## config.mk

```make
export PLATFORM = sky130hd
export DESIGN_NAME = key_tray_presence_alarm_fsm
export DESIGN_NICKNAME = d
export VERILOG_FILES = /design/src/rtl/core/ktpa_pkg.sv /design/src/rtl/core/ktpa_poll.sv /design/src/rtl/core/key_tray_presence_alarm_fsm.sv
export SDC_FILE = /design/constraint.sdc
export NUM_CORES = 1
export LEC_CHECK = 0
export ABC_AREA = 1
export BUFFER_PORTS_ARGS = -buffer_cell sky130_fd_sc_hd__buf_4
export CAP_MARGIN = 20
export CORE_MARGIN = 3
export CORE_UTILIZATION = 56
export CTS_CLUSTER_DIAMETER = 100
export DETAILED_ROUTE_END_ITERATION = 8
export PLACE_DENSITY = 0.77
export SLEW_MARGIN = 20
export SYNTH_ARGS = -nofsm -noshare
export SYNTH_HDL_FRONTEND = slang
export SYNTH_SLANG_ARGS = --single-unit
```

## constraint.sdc

```tcl
create_clock -name clk -period 3.6 [get_ports clk]
set_clock_uncertainty 0.2 [all_clocks]
set_input_delay 0.72 -clock clk [delete_from_list [all_inputs] [get_ports clk]]
set_output_delay 0.72 -clock clk [all_outputs]
set_load 0.02 [all_outputs]
```

## src/rtl/core/ktpa_pkg.sv

```systemverilog
package ktpa_pkg;

    localparam int SAMPLE_W    = 10;
    localparam int WINDOW_W    = 24;
    localparam int TIME_W      = 32;
    localparam int LEVEL_W     = 8;
    localparam int CFG_INDEX_W = 3;
    localparam int CFG_DATA_W  = 24;

    localparam logic [LEVEL_W-1:0] LEVEL_OFF  = 8'd0;
    localparam logic [LEVEL_W-1:0] LEVEL_AWAY = 8'd130;
    localparam logic [LEVEL_W-1:0] LEVEL_FULL = 8'd255;

    typedef enum logic [1:0] {
        MODE_INITIAL = 2'd0,
        MODE_PRESENT = 2'd1,
        MODE_AWAY    = 2'd2
    } mode_t;

    typedef enum logic [1:0] {
        REPORT_NONE     = 2'd0,
        REPORT_PLACED   = 2'd1,
        REPORT_RETURNED = 2'd2,
        REPORT_TONE     = 2'd3
    } report_t;

    typedef enum logic [CFG_INDEX_W-1:0] {
        REG_KEY_WEIGHT_THRESHOLD = 3'd0,
        REG_FIRST_IR_THRESHOLD   = 3'd1,
        REG_SECOND_IR_THRESHOLD  = 3'd2,
        REG_PLACE_WINDOW_MS      = 3'd3,
        REG_IR_ACTIVE_WINDOW_MS  = 3'd4,
        REG_ALARM_DURATION_MS    = 3'd5
    } reg_index_t;

    typedef struct packed {
        logic [SAMPLE_W-1:0] key_weight_threshold;
        logic [SAMPLE_W-1:0] first_ir_threshold;
        logic [SAMPLE_W-1:0] second_ir_threshold;
        logic [WINDOW_W-1:0] place_window_ms;
        logic [WINDOW_W-1:0] ir_active_window_ms;
        logic [WINDOW_W-1:0] alarm_duration_ms;
    } poll_cfg_t;

    typedef struct packed {
        logic [SAMPLE_W-1:0] pressure_sample;
        logic [SAMPLE_W-1:0] first_ir_sample;
        logic [SAMPLE_W-1:0] second_ir_sample;
        logic                button_level;
        logic [TIME_W-1:0]   now_ms;
    } poll_item_t;

    typedef struct packed {
        logic [LEVEL_W-1:0] red_level;
        logic [LEVEL_W-1:0] green_level;
        logic               tone_on;
        report_t            report_code;
        logic               button_report;
    } poll_result_t;

endpackage

```

## src/rtl/core/ktpa_poll.sv

```systemverilog
module ktpa_poll
    import ktpa_pkg::*;
(
    input  logic         clk,
    input  logic         rst_n,
    input  logic         step,
    input  poll_cfg_t    cfg,
    input  poll_item_t   item,
    output poll_result_t result
);

    mode_t             mode_reg, mode_next;
    logic              tone_armed_reg, tone_armed_next;
    logic              placed_rep_reg, placed_rep_next;
    logic              return_rep_reg, return_rep_next;
    logic              prev_button_reg, prev_button_next;
    logic [TIME_W-1:0] first_ir_stamp_reg, first_ir_stamp_next;
    logic [TIME_W-1:0] tone_stamp_reg, tone_stamp_next;
    logic [LEVEL_W-1:0] red_reg, red_next;
    logic [LEVEL_W-1:0] green_reg, green_next;
    logic              tone_reg, tone_next;

    logic              ir1_hit, ir2_hit, on_tray, light, in_place, in_ir_window, tone_over;
    logic [TIME_W-1:0] since_ir, since_tone;
    report_t           report;
    logic              pressed;

    // branch decode of the key-away poll
    assign ir1_hit      = item.first_ir_sample > cfg.first_ir_threshold;
    assign ir2_hit      = item.second_ir_sample > cfg.second_ir_threshold;
    assign on_tray      = item.pressure_sample >= cfg.key_weight_threshold;
    assign light        = item.pressure_sample < cfg.key_weight_threshold;
    assign since_ir     = item.now_ms - first_ir_stamp_reg;
    assign since_tone   = item.now_ms - tone_stamp_reg;
    assign in_place     = since_ir < {8'd0, cfg.place_window_ms};
    assign in_ir_window = since_ir < {8'd0, cfg.ir_active_window_ms};
    assign tone_over    = since_tone > {8'd0, cfg.alarm_duration_ms};

    // next state
    always_comb
    begin
        mode_next           = mode_reg;
        tone_armed_next     = tone_armed_reg;
        placed_rep_next     = placed_rep_reg;
        return_rep_next     = return_rep_reg;
        prev_button_next    = prev_button_reg;
        first_ir_stamp_next = first_ir_stamp_reg;
        tone_stamp_next     = tone_stamp_reg;
        red_next            = red_reg;
        green_next          = green_reg;
        tone_next           = tone_reg;
        unique case (mode_reg)
            MODE_PRESENT:
            begin
                if (light)
                begin
                    red_next        = LEVEL_AWAY;
                    green_next      = LEVEL_OFF;
                    return_rep_next = 1'b0;
                    mode_next       = MODE_AWAY;
                end
            end
            MODE_AWAY:
            begin
                priority if (ir1_hit)
                begin
                    first_ir_stamp_next = item.now_ms;
                    tone_armed_next     = 1'b0;
                    placed_rep_next     = 1'b0;
                end
                else if (on_tray && in_place && !placed_rep_reg)
                begin
                    placed_rep_next = 1'b1;
                end
                else if (on_tray)
                begin
                    red_next            = LEVEL_OFF;
                    green_next          = LEVEL_FULL;
                    tone_next           = 1'b0;
                    return_rep_next     = 1'b1;
                    first_ir_stamp_next = '0;
                    mode_next           = MODE_PRESENT;
                end
                else if (ir2_hit && in_ir_window && !tone_armed_reg)
                begin
                    tone_stamp_next = item.now_ms;
                    tone_next       = 1'b1;
                    tone_armed_next = 1'b1;
                end
                else
                begin
                    // tone switches off once its duration is exceeded
                    tone_next = tone_reg && !tone_over;
                end
                prev_button_next = item.button_level;
            end
            default:
            begin
                // initial mode and the unused code
                red_next   = LEVEL_OFF;
                green_next = LEVEL_FULL;
                mode_next  = MODE_PRESENT;
            end
        endcase
    end

    // outputs
    always_comb
    begin
        report  = REPORT_NONE;
        pressed = 1'b0;
        if (mode_reg == MODE_AWAY)
        begin
            priority if (ir1_hit)
            begin
                report = REPORT_NONE;
            end
            else if (on_tray && in_place && !placed_rep_reg)
            begin
                report = REPORT_PLACED;
            end
            else if (on_tray)
            begin
                report = return_rep_reg ? REPORT_NONE : REPORT_RETURNED;
            end
            else if (ir2_hit && in_ir_window && !tone_armed_reg)
            begin
                report = REPORT_TONE;
            end
            else
            begin
                report = REPORT_NONE;
            end
            pressed = item.button_level && !prev_button_reg;
        end
    end

    assign result.red_level     = red_next;
    assign result.green_level   = green_next;
    assign result.tone_on       = tone_next;
    assign result.report_code   = report;
    assign result.button_report = pressed;

    always_ff @(posedge clk or negedge rst_n)
    begin
        if (!rst_n)
        begin
            mode_reg           <= MODE_INITIAL;
            tone_armed_reg     <= 1'b0;
            placed_rep_reg     <= 1'b0;
            return_rep_reg     <= 1'b0;
            prev_button_reg    <= 1'b0;
            first_ir_stamp_reg <= '0;
            tone_stamp_reg     <= '0;
            red_reg            <= LEVEL_OFF;
            green_reg          <= LEVEL_OFF;
            tone_reg           <= 1'b0;
        end
        else if (step)
        begin
            mode_reg           <= mode_next;
            tone_armed_reg     <= tone_armed_next;
            placed_rep_reg     <= placed_rep_next;
            return_rep_reg     <= return_rep_next;
            prev_button_reg    <= prev_button_next;
            first_ir_stamp_reg <= first_ir_stamp_next;
            tone_stamp_reg     <= tone_stamp_next;
            red_reg            <= red_next;
            green_reg          <= green_next;
            tone_reg           <= tone_next;
        end
    end

endmodule

```

## src/rtl/core/key_tray_presence_alarm_fsm.sv

```systemverilog
// key tray presence and tamper alarm controller, one sensor poll per transfer
//
// input channel (in_valid/in_ready): one poll carrying the pressure sample, both
// infrared samples, the button level and the current millisecond time
// output channel (out_valid/out_ready): one result per poll with the led drive
// levels, the tone state, a report code and a button-press flag
// configuration: cfg_write/cfg_index/cfg_data, taken at any edge with cfg_write
// high, unknown indexes ignored; the user must write only while no poll is in
// flight, which the block itself does not enforce
// poll path: a taken poll sits in the input register and is processed by the
// mode logic into the result register, which offers it on the output; a poll
// waits in the input register while the result register is held
// throughput: one poll per cycle while out_ready is high, set by the single
// combinational pass from the input register through the mode logic into the
// result register; a stall at the output holds the result register, the input
// register still takes one more poll, then in_ready drops until the result is taken
// reset: mode initial, flags and timestamps cleared, leds and tone off, and the
// thresholds and windows back to their defaults
module key_tray_presence_alarm_fsm
    import ktpa_pkg::*;
(
    input  logic                   clk,
    input  logic                   rst_n,
    // configuration
    input  logic                   cfg_write,
    input  logic [CFG_INDEX_W-1:0] cfg_index,
    input  logic [CFG_DATA_W-1:0]  cfg_data,
    // poll channel
    input  logic                   in_valid,
    output logic                   in_ready,
    input  logic [SAMPLE_W-1:0]    pressure_sample,
    input  logic [SAMPLE_W-1:0]    first_ir_sample,
    input  logic [SAMPLE_W-1:0]    second_ir_sample,
    input  logic                   button_level,
    input  logic [TIME_W-1:0]      now_ms,
    // result channel
    output logic                   out_valid,
    input  logic                   out_ready,
    output logic [LEVEL_W-1:0]     red_level,
    output logic [LEVEL_W-1:0]     green_level,
    output logic                   tone_on,
    output logic [1:0]             report_code,
    output logic                   button_report
);

    poll_cfg_t    cfg_reg;
    logic         in_valid_reg;
    poll_item_t   in_item_reg;
    logic         out_valid_reg;
    poll_result_t out_result_reg;
    poll_result_t step_result;
    logic         step;

    // configuration registers, masked to their widths
    always_ff @(posedge clk or negedge rst_n)
    begin
        if (!rst_n)
        begin
            cfg_reg.key_weight_threshold <= 10'd512;
            cfg_reg.first_ir_threshold   <= 10'd300;
            cfg_reg.second_ir_threshold  <= 10'd300;
            cfg_reg.place_window_ms      <= 24'd2000;
            cfg_reg.ir_active_window_ms  <= 24'd3000;
            cfg_reg.alarm_duration_ms    <= 24'd5000;
        end
        else if (cfg_write)
        begin
            unique case (cfg_index)
                REG_KEY_WEIGHT_THRESHOLD: cfg_reg.key_weight_threshold <= cfg_data[SAMPLE_W-1:0];
                REG_FIRST_IR_THRESHOLD:   cfg_reg.first_ir_threshold   <= cfg_data[SAMPLE_W-1:0];
                REG_SECOND_IR_THRESHOLD:  cfg_reg.second_ir_threshold  <= cfg_data[SAMPLE_W-1:0];
                REG_PLACE_WINDOW_MS:      cfg_reg.place_window_ms      <= cfg_data;
                REG_IR_ACTIVE_WINDOW_MS:  cfg_reg.ir_active_window_ms  <= cfg_data;
                REG_ALARM_DURATION_MS:    cfg_reg.alarm_duration_ms    <= cfg_data;
                default:                  ; // write ignored
            endcase
        end
    end

    // the registered poll moves on when the result register is free or being emptied
    assign step     = in_valid_reg && (!out_valid_reg || out_ready);
    assign in_ready = !in_valid_reg || step;

    // input register
    always_ff @(posedge clk or negedge rst_n)
    begin
        if (!rst_n)
        begin
            in_valid_reg <= 1'b0;
        end
        else if (in_ready)
        begin
            in_valid_reg <= in_valid;
        end
    end

    always_ff @(posedge clk)
    begin
        if (in_valid && in_ready)
        begin
            in_item_reg.pressure_sample  <= pressure_sample;
            in_item_reg.first_ir_sample  <= first_ir_sample;
            in_item_reg.second_ir_sample <= second_ir_sample;
            in_item_reg.button_level     <= button_level;
            in_item_reg.now_ms           <= now_ms;
        end
    end

    // mode logic and its state, updated once per poll
    ktpa_poll u_poll (
        .clk    (clk),
        .rst_n  (rst_n),
        .step   (step),
        .cfg    (cfg_reg),
        .item   (in_item_reg),
        .result (step_result)
    );

    // result register
    always_ff @(posedge clk or negedge rst_n)
    begin
        if (!rst_n)
        begin
            out_valid_reg <= 1'b0;
        end
        else if (step)
        begin
            out_valid_reg <= 1'b1;
        end
        else if (out_ready)
        begin
            out_valid_reg <= 1'b0;
        end
    end

    always_ff @(posedge clk)
    begin
        if (step)
        begin
            out_result_reg <= step_result;
        end
    end

    assign out_valid     = out_valid_reg;
    assign red_level     = out_result_reg.red_level;
    assign green_level   = out_result_reg.green_level;
    assign tone_on       = out_result_reg.tone_on;
    assign report_code   = out_result_reg.report_code;
    assign button_report = out_result_reg.button_report;

endmodule
```

# After elaboration in Yosys (flattened, before gate mapping)
# Cells that the tools add are included.
# totals
regBits	274
rom_bits	0
latchBits	0
out_inout_bits	22
mem_count	0
ram_bits	0
# classes
n_mux	40
n_eq_ne	13
bitwise	4
n_reduce_logical	37
order_cmp	7
mul	0
addsub	2
shift	0
div_mod_pow	0
# op_table
op	count
two-way mux 32 bit	3
less-than comparator 32 x 24 -> 1 bit	2
two-way mux 8 bit	8
subtractor 32 bit	2
> comparator 32 x 24 -> 1 bit	1
one-hot mux 8 bit (2 select lines)	2
> comparator 10 bit	2
two-way mux 1 bit	18
two-way mux 2 bit	7
AND reduction 2 bit	7
AND reduction 6 bit	2
>= comparator 10 bit	1
less-than comparator 10 bit	1
AND reduction 5 bit	2
nonzero test 2 bit	5
logical AND 1 bit	8
!= test 2 x 1 -> 1 bit, second input constant	4
equality test 3 x 2 -> 1 bit, second input constant	2
equality test 3 bit, second input constant	2
logical NOT 1 bit	6
!= test 2 bit, second input constant	2
NOT 1 bit	4
one-hot mux 2 bit (2 select lines)	1
AND reduction 4 bit	1
9 further kinds	10

# Logic depth before layout (Yosys ltp)
# logic_depth
depth_word	9
depth_mapped	29

# Modules after synthesis
# From an unflattened synthesis, not the netlist that was laid out.
# unflattened
hier_cells	2155
hier_area_um2	17169.0
# by_module_without_submodules
module	area_per_inst_um2	cells_each	n_inst	seq_area_each_um2
ktpa_poll	10557.6	1611	1	2177.1
key_tray_presence_alarm_fsm	6611.3	544	1	5128.7

# Worst setup path after synthesis
# Ideal clock, no wire load.
# synth_path
path_type	register to register
startpoint	reg in_item_reg[0] (netlist bit)
endpoint	reg u_poll.tone_stamp_reg[12]
slack_ns	0.077
n_path_buf	1
path_stages_with_launch	27
arrival_ns	3.206
synth_period_minus_slack_ns	3.523
cell_sequence	edfxtp_1 > inv_1 > ha_1 > inv_1 > fa_1 > nand2_1 > nand2_1 > nand3b_1 > nand2_2 > inv_1 > o21bai_2 > a31oi_1 > xnor2_1 > ha_1 > nand2_1 > o21ai_0 > nand3_1 > nand2_1 > a31oi_1 > nand2_1 > a21oi_1 > nand3_2 > nor2_4 > nand2_4 > buf_6 > o21ai_1 > inv_1
# synth_via
elab_chain_len	6
elab_cells_between_ends	9
# synth_rtl
item	line_no	text
start, declared	key_tray_presence_alarm_fsm.sv:48	poll_item_t in_item_reg;
subtractor 32 bit *	ktpa_poll.sv:33	assign since_ir = item.now_ms - first_ir_stamp_reg;
less-than comparator 32 x 24 -> 1 bit	ktpa_poll.sv:35	assign in_place = since_ir < {8'd0, cfg.place_window_ms};
logical AND 1 bit (2 in a row)	ktpa_poll.sv:71	else if (on_tray && in_place && !placed_rep_reg)
NOT 1 bit (no line)	n/a	
AND reduction 6 bit (no line) *	n/a	
end signal, assigned	ktpa_poll.sv:167	tone_stamp_reg <= tone_stamp_next;
end, declared	ktpa_poll.sv:18	logic [TIME_W-1:0] tone_stamp_reg, tone_stamp_next;
# Every way passes the cells marked *; elsewhere a longest branch is shown, timed or not.
# A chain may end at the register's enable or synchronous reset.

==> key figures <==
STA
  – Worst-Margin Slew: 0.745 ns
  – Fin worst setup slack: -0.577 ns
  – Slew headroom: 50.3%
  – Fin. max-slew vios: 0
  – Final worst path period need: 4.18 ns
  – Fin crit share: 116%
  – Hold Fails Final Rpt: 0
  – RSZ-0062 raised after global routing: yes
  – Fmax achieved: 239 MHz
  – Finish-stage setup viols: 105

Routing
  – Routed Antenna Nets: 0
  – Initial detailed-routing violation count: 1232
  – DR vias: 16100
  – Vias per Instance: 5.46
  – Final WL: 51100 um
  – DRC errors left: 0
  – DRT Pass-1 Iters: 7
  – Routed wire length per instance: 17.4 um

Cells and area
  – Register area: 7310 um2
  – Net count, final: 2791
  – Max reg flops: 102
  – Multi-input combinational cell area: 9580 um2
  – Layout area overhead: 32.2%
  – Diodes inserted: 0
  – Fin area: 22800 um2
  – Fillers: 2026
  – Share of cells above drive strength 1: 29.9%

Floorplan
  – DIE WIDTH: 181 um
  – Die Y: 181 um
  – Core Footprint: 30000 um2
  – FP Rows: 63
  – Die Area: 32900 um2
  – Top Ports: 117
  – Initial Utilization: 57.5%

Clock tree
  – Worst-path clk slew: 0.06 ns
  – CTS max path bufs: 3
  – CTS tree: yes
  – Clock sinks: 274
  – CTS Hold Buffers Added: 0
  – Root Driver: clkbuf_16
  – Skew-Pair Late Insertion Delay: 0.58 ns
  – # H-tree levels: 1
  – Num CTS Buffers: 29

Place
  – Placed cell areas: 20000 um2
  – IO Port Bufs: 116
  – Detailed placement HPWL: 35000 um
  – GPL Wtd Cong: 0.944
  – DP Worst Slack: -0.407 ns

Logic synthesis
  – Post-synth top area share: 23.8%
  – Mapped cell area: 17200 um2
  – Post-synthesis area per instance: 7.91 um2
  – Asr flop ratio synth: 69.7%
  – Gate count after technology mapping: 2177
  – Yosys Warn Count: 0
  – Synth area leader: dfrtp_1
  – #FFs+latches synth: 274
  – Count leader, synth: nand2_1
  – Top FF cell, synth: dfrtp_1
  – Synth cell types: 47
  – Number of synthesized flops with an enable pin: 83
  – Synth cell count leaders: nand2_1 (614), inv_1 (377), dfrtp_1 (164), ha_1 (164), o21ai_0 (133)
  – Mapped Nets: 2438
  – Ranking of synthesized cells by area: dfrtp_1 (24%), edfxtp_1 (14%), nand2_1 (13%)
  – Register area share after synthesis: 42.4%

Global routing
  – GRT Total Usage: 28.5%
  – Vias in the first global route: 15800
  – First-pass GRT wire length: 76200 um
  – Remaining global-route overflow: 0
  – Initial antenna violation count: 0
  – Largest net degree at the start of global routing: 80

Flow run
  – Max Cap Violations: 0

Hold path
  – Worst min-delay path category: in2async

Worst setup path
  – Crit start category: flip-flop
  – Required @ worst endpoint: 3.90 ns
  – Crit path max fanout: 4
  – CP arrival: 4.48 ns
  – CP endpoint kind: flip-flop
  – Crit path kind: reg2reg

Power
  – Overall power: 14.5 mW
  – P per Cell Area: 638 nW/um2
  – VDD IR-drop max: 0.000508 V
  – Static leakage: 11.5 nW

Run status
  – Status: finished, violations left
  – Failing checks: negative setup slack
## critical path: stages (launching register included)
cell and delay [ns]:
edfxtp_1 0.57, ha_4 0.34, a21oi_1 0.28, o21bai_1 0.16, a21oi_2 0.13, nand2_2 0.11
buf_4 0.16, xor2_2 0.14, ha_1 0.33, a21oi_2 0.20, o21ai_2 0.08, a21oi_1 0.15
nand2_1 0.10, nand2_1 0.07, nand2_1 0.05, nand2_1 0.09, nand2_1 0.06, nor2_1 0.10
nand4_1 0.22, nand2_1 0.17, nand3_2 0.10, nand2_2 0.13, nand2_1 0.07, nand2_1 0.09
## cell type report
cell class / instances / share of cell area [%]
multi-input cells: 1477 / 42.1
clock buffers: 45 / 3.99
clock inverters: 9 / 0.385
inverters: 387 / 6.39
well taps: 390 / 2.14
flip-flops and latches: 274 / 32.1
repair buffers: 361 / 12.9
## metrics by stage
stage	utilization (%)	TNS, ns	hold slack [ns]	instances
after floorplan	-	0	0.224	2177
after global placement	66.8	-22.61	0.252	2857
after detailed placement	66.8	-33.49	0.257	2857
after CTS	72.3	-22.19	0.0232	2925
after global routing	76.0	-57.64	0.0433	2943
final	76.0	-42.75	0.000346	2943
## repair_timing
action | in CTS | in global routing
endpoints found under the setup margin | 105 | 105
cloned | 5 | 2
setup buffers | 9 | 18
gates resized for setup | 83 | 197
pin swaps | 11 | 70
## where the power goes
part | switching, mW | leakage [nW] | total, mW | internal, mW
combinational | 4.14 | 7.97 | 7.26 | 3.13
sequential | 0.347 | 3.04 | 4.18 | 3.84
clock | 1.27 | 0.494 | 3.08 | 1.81
total | 5.76 | 11.5 | 14.5 | 8.78
## path summary, 6_finish.rpt
kind	from	to	slack (ns)	depth (start not counted)
setup / recovery	in_item_reg[12]$_DFFE_PP_	u_poll.tone_reg$_DFFE_PN0P_	-0.58	23
hold / removal	rst_n	u_poll.tone_stamp_reg[11]$_DFFE_PN0P_	0.0003	1
setup reg to reg	in_item_reg[12]$_DFFE_PP_	u_poll.tone_reg$_DFFE_PN0P_	-0.58	23
hold reg to reg	u_poll.return_rep_reg$_DFFE_PN0P_	u_poll.return_rep_reg$_DFFE_PN0P_	0.27	2
max in group asynchronous	rst_n	u_poll.first_ir_stamp_reg[29]$_DFFE_PN0P_	2.21	2
min in group clk	now_ms[22]	in_item_reg[22]$_DFFE_PP_	0.12	1
## routing by layer
layer,part of all wire [%],vias to the layer above,GRT usage (%)
li1,-,7600,-
met4,4.1,0,11.5
met2,49,597,48.9
met3,6.1,154,3.63
met5,0,-,0
met1,41,7720,36.9
## cells in the final DEF (no fill, tap or decap), types with 7 or more instances in the layout
master	n
xor2_1	23
nand3_2	13
dfstp_2	27
ha_4	26
nor2_2	19
ha_1	138
buf_12	7
clkbuf_16	32
nand2_1	561
xor2_2	10
a31oi_1	7
inv_1	365
nand3_4	12
o21ai_1	11
buf_4	337
o21ai_2	27
a31oi_4	13
nand3_1	35
a21oi_2	19
o21ai_0	128
clkbuf_8	9
edfxtp_1	83
buf_6	11
nand2_4	16
inv_2	21
nor2_1	119
nand2_2	120
nand4_1	16
a21oi_1	88
dfrtp_1	164
xnor2_2	7
## logic make-up after synthesis
family                     share of synthesized area [%]
xor gates and xnor gates                            2.34
buffers and inverters                               9.89
DFF                                                 42.4
and+or+nand+nor                                     23.4
AOI/OAI and AO/OA                                   9.87
adders and majority gates                           12.1
No activity file was read; power rests on OpenSTA's default activity.
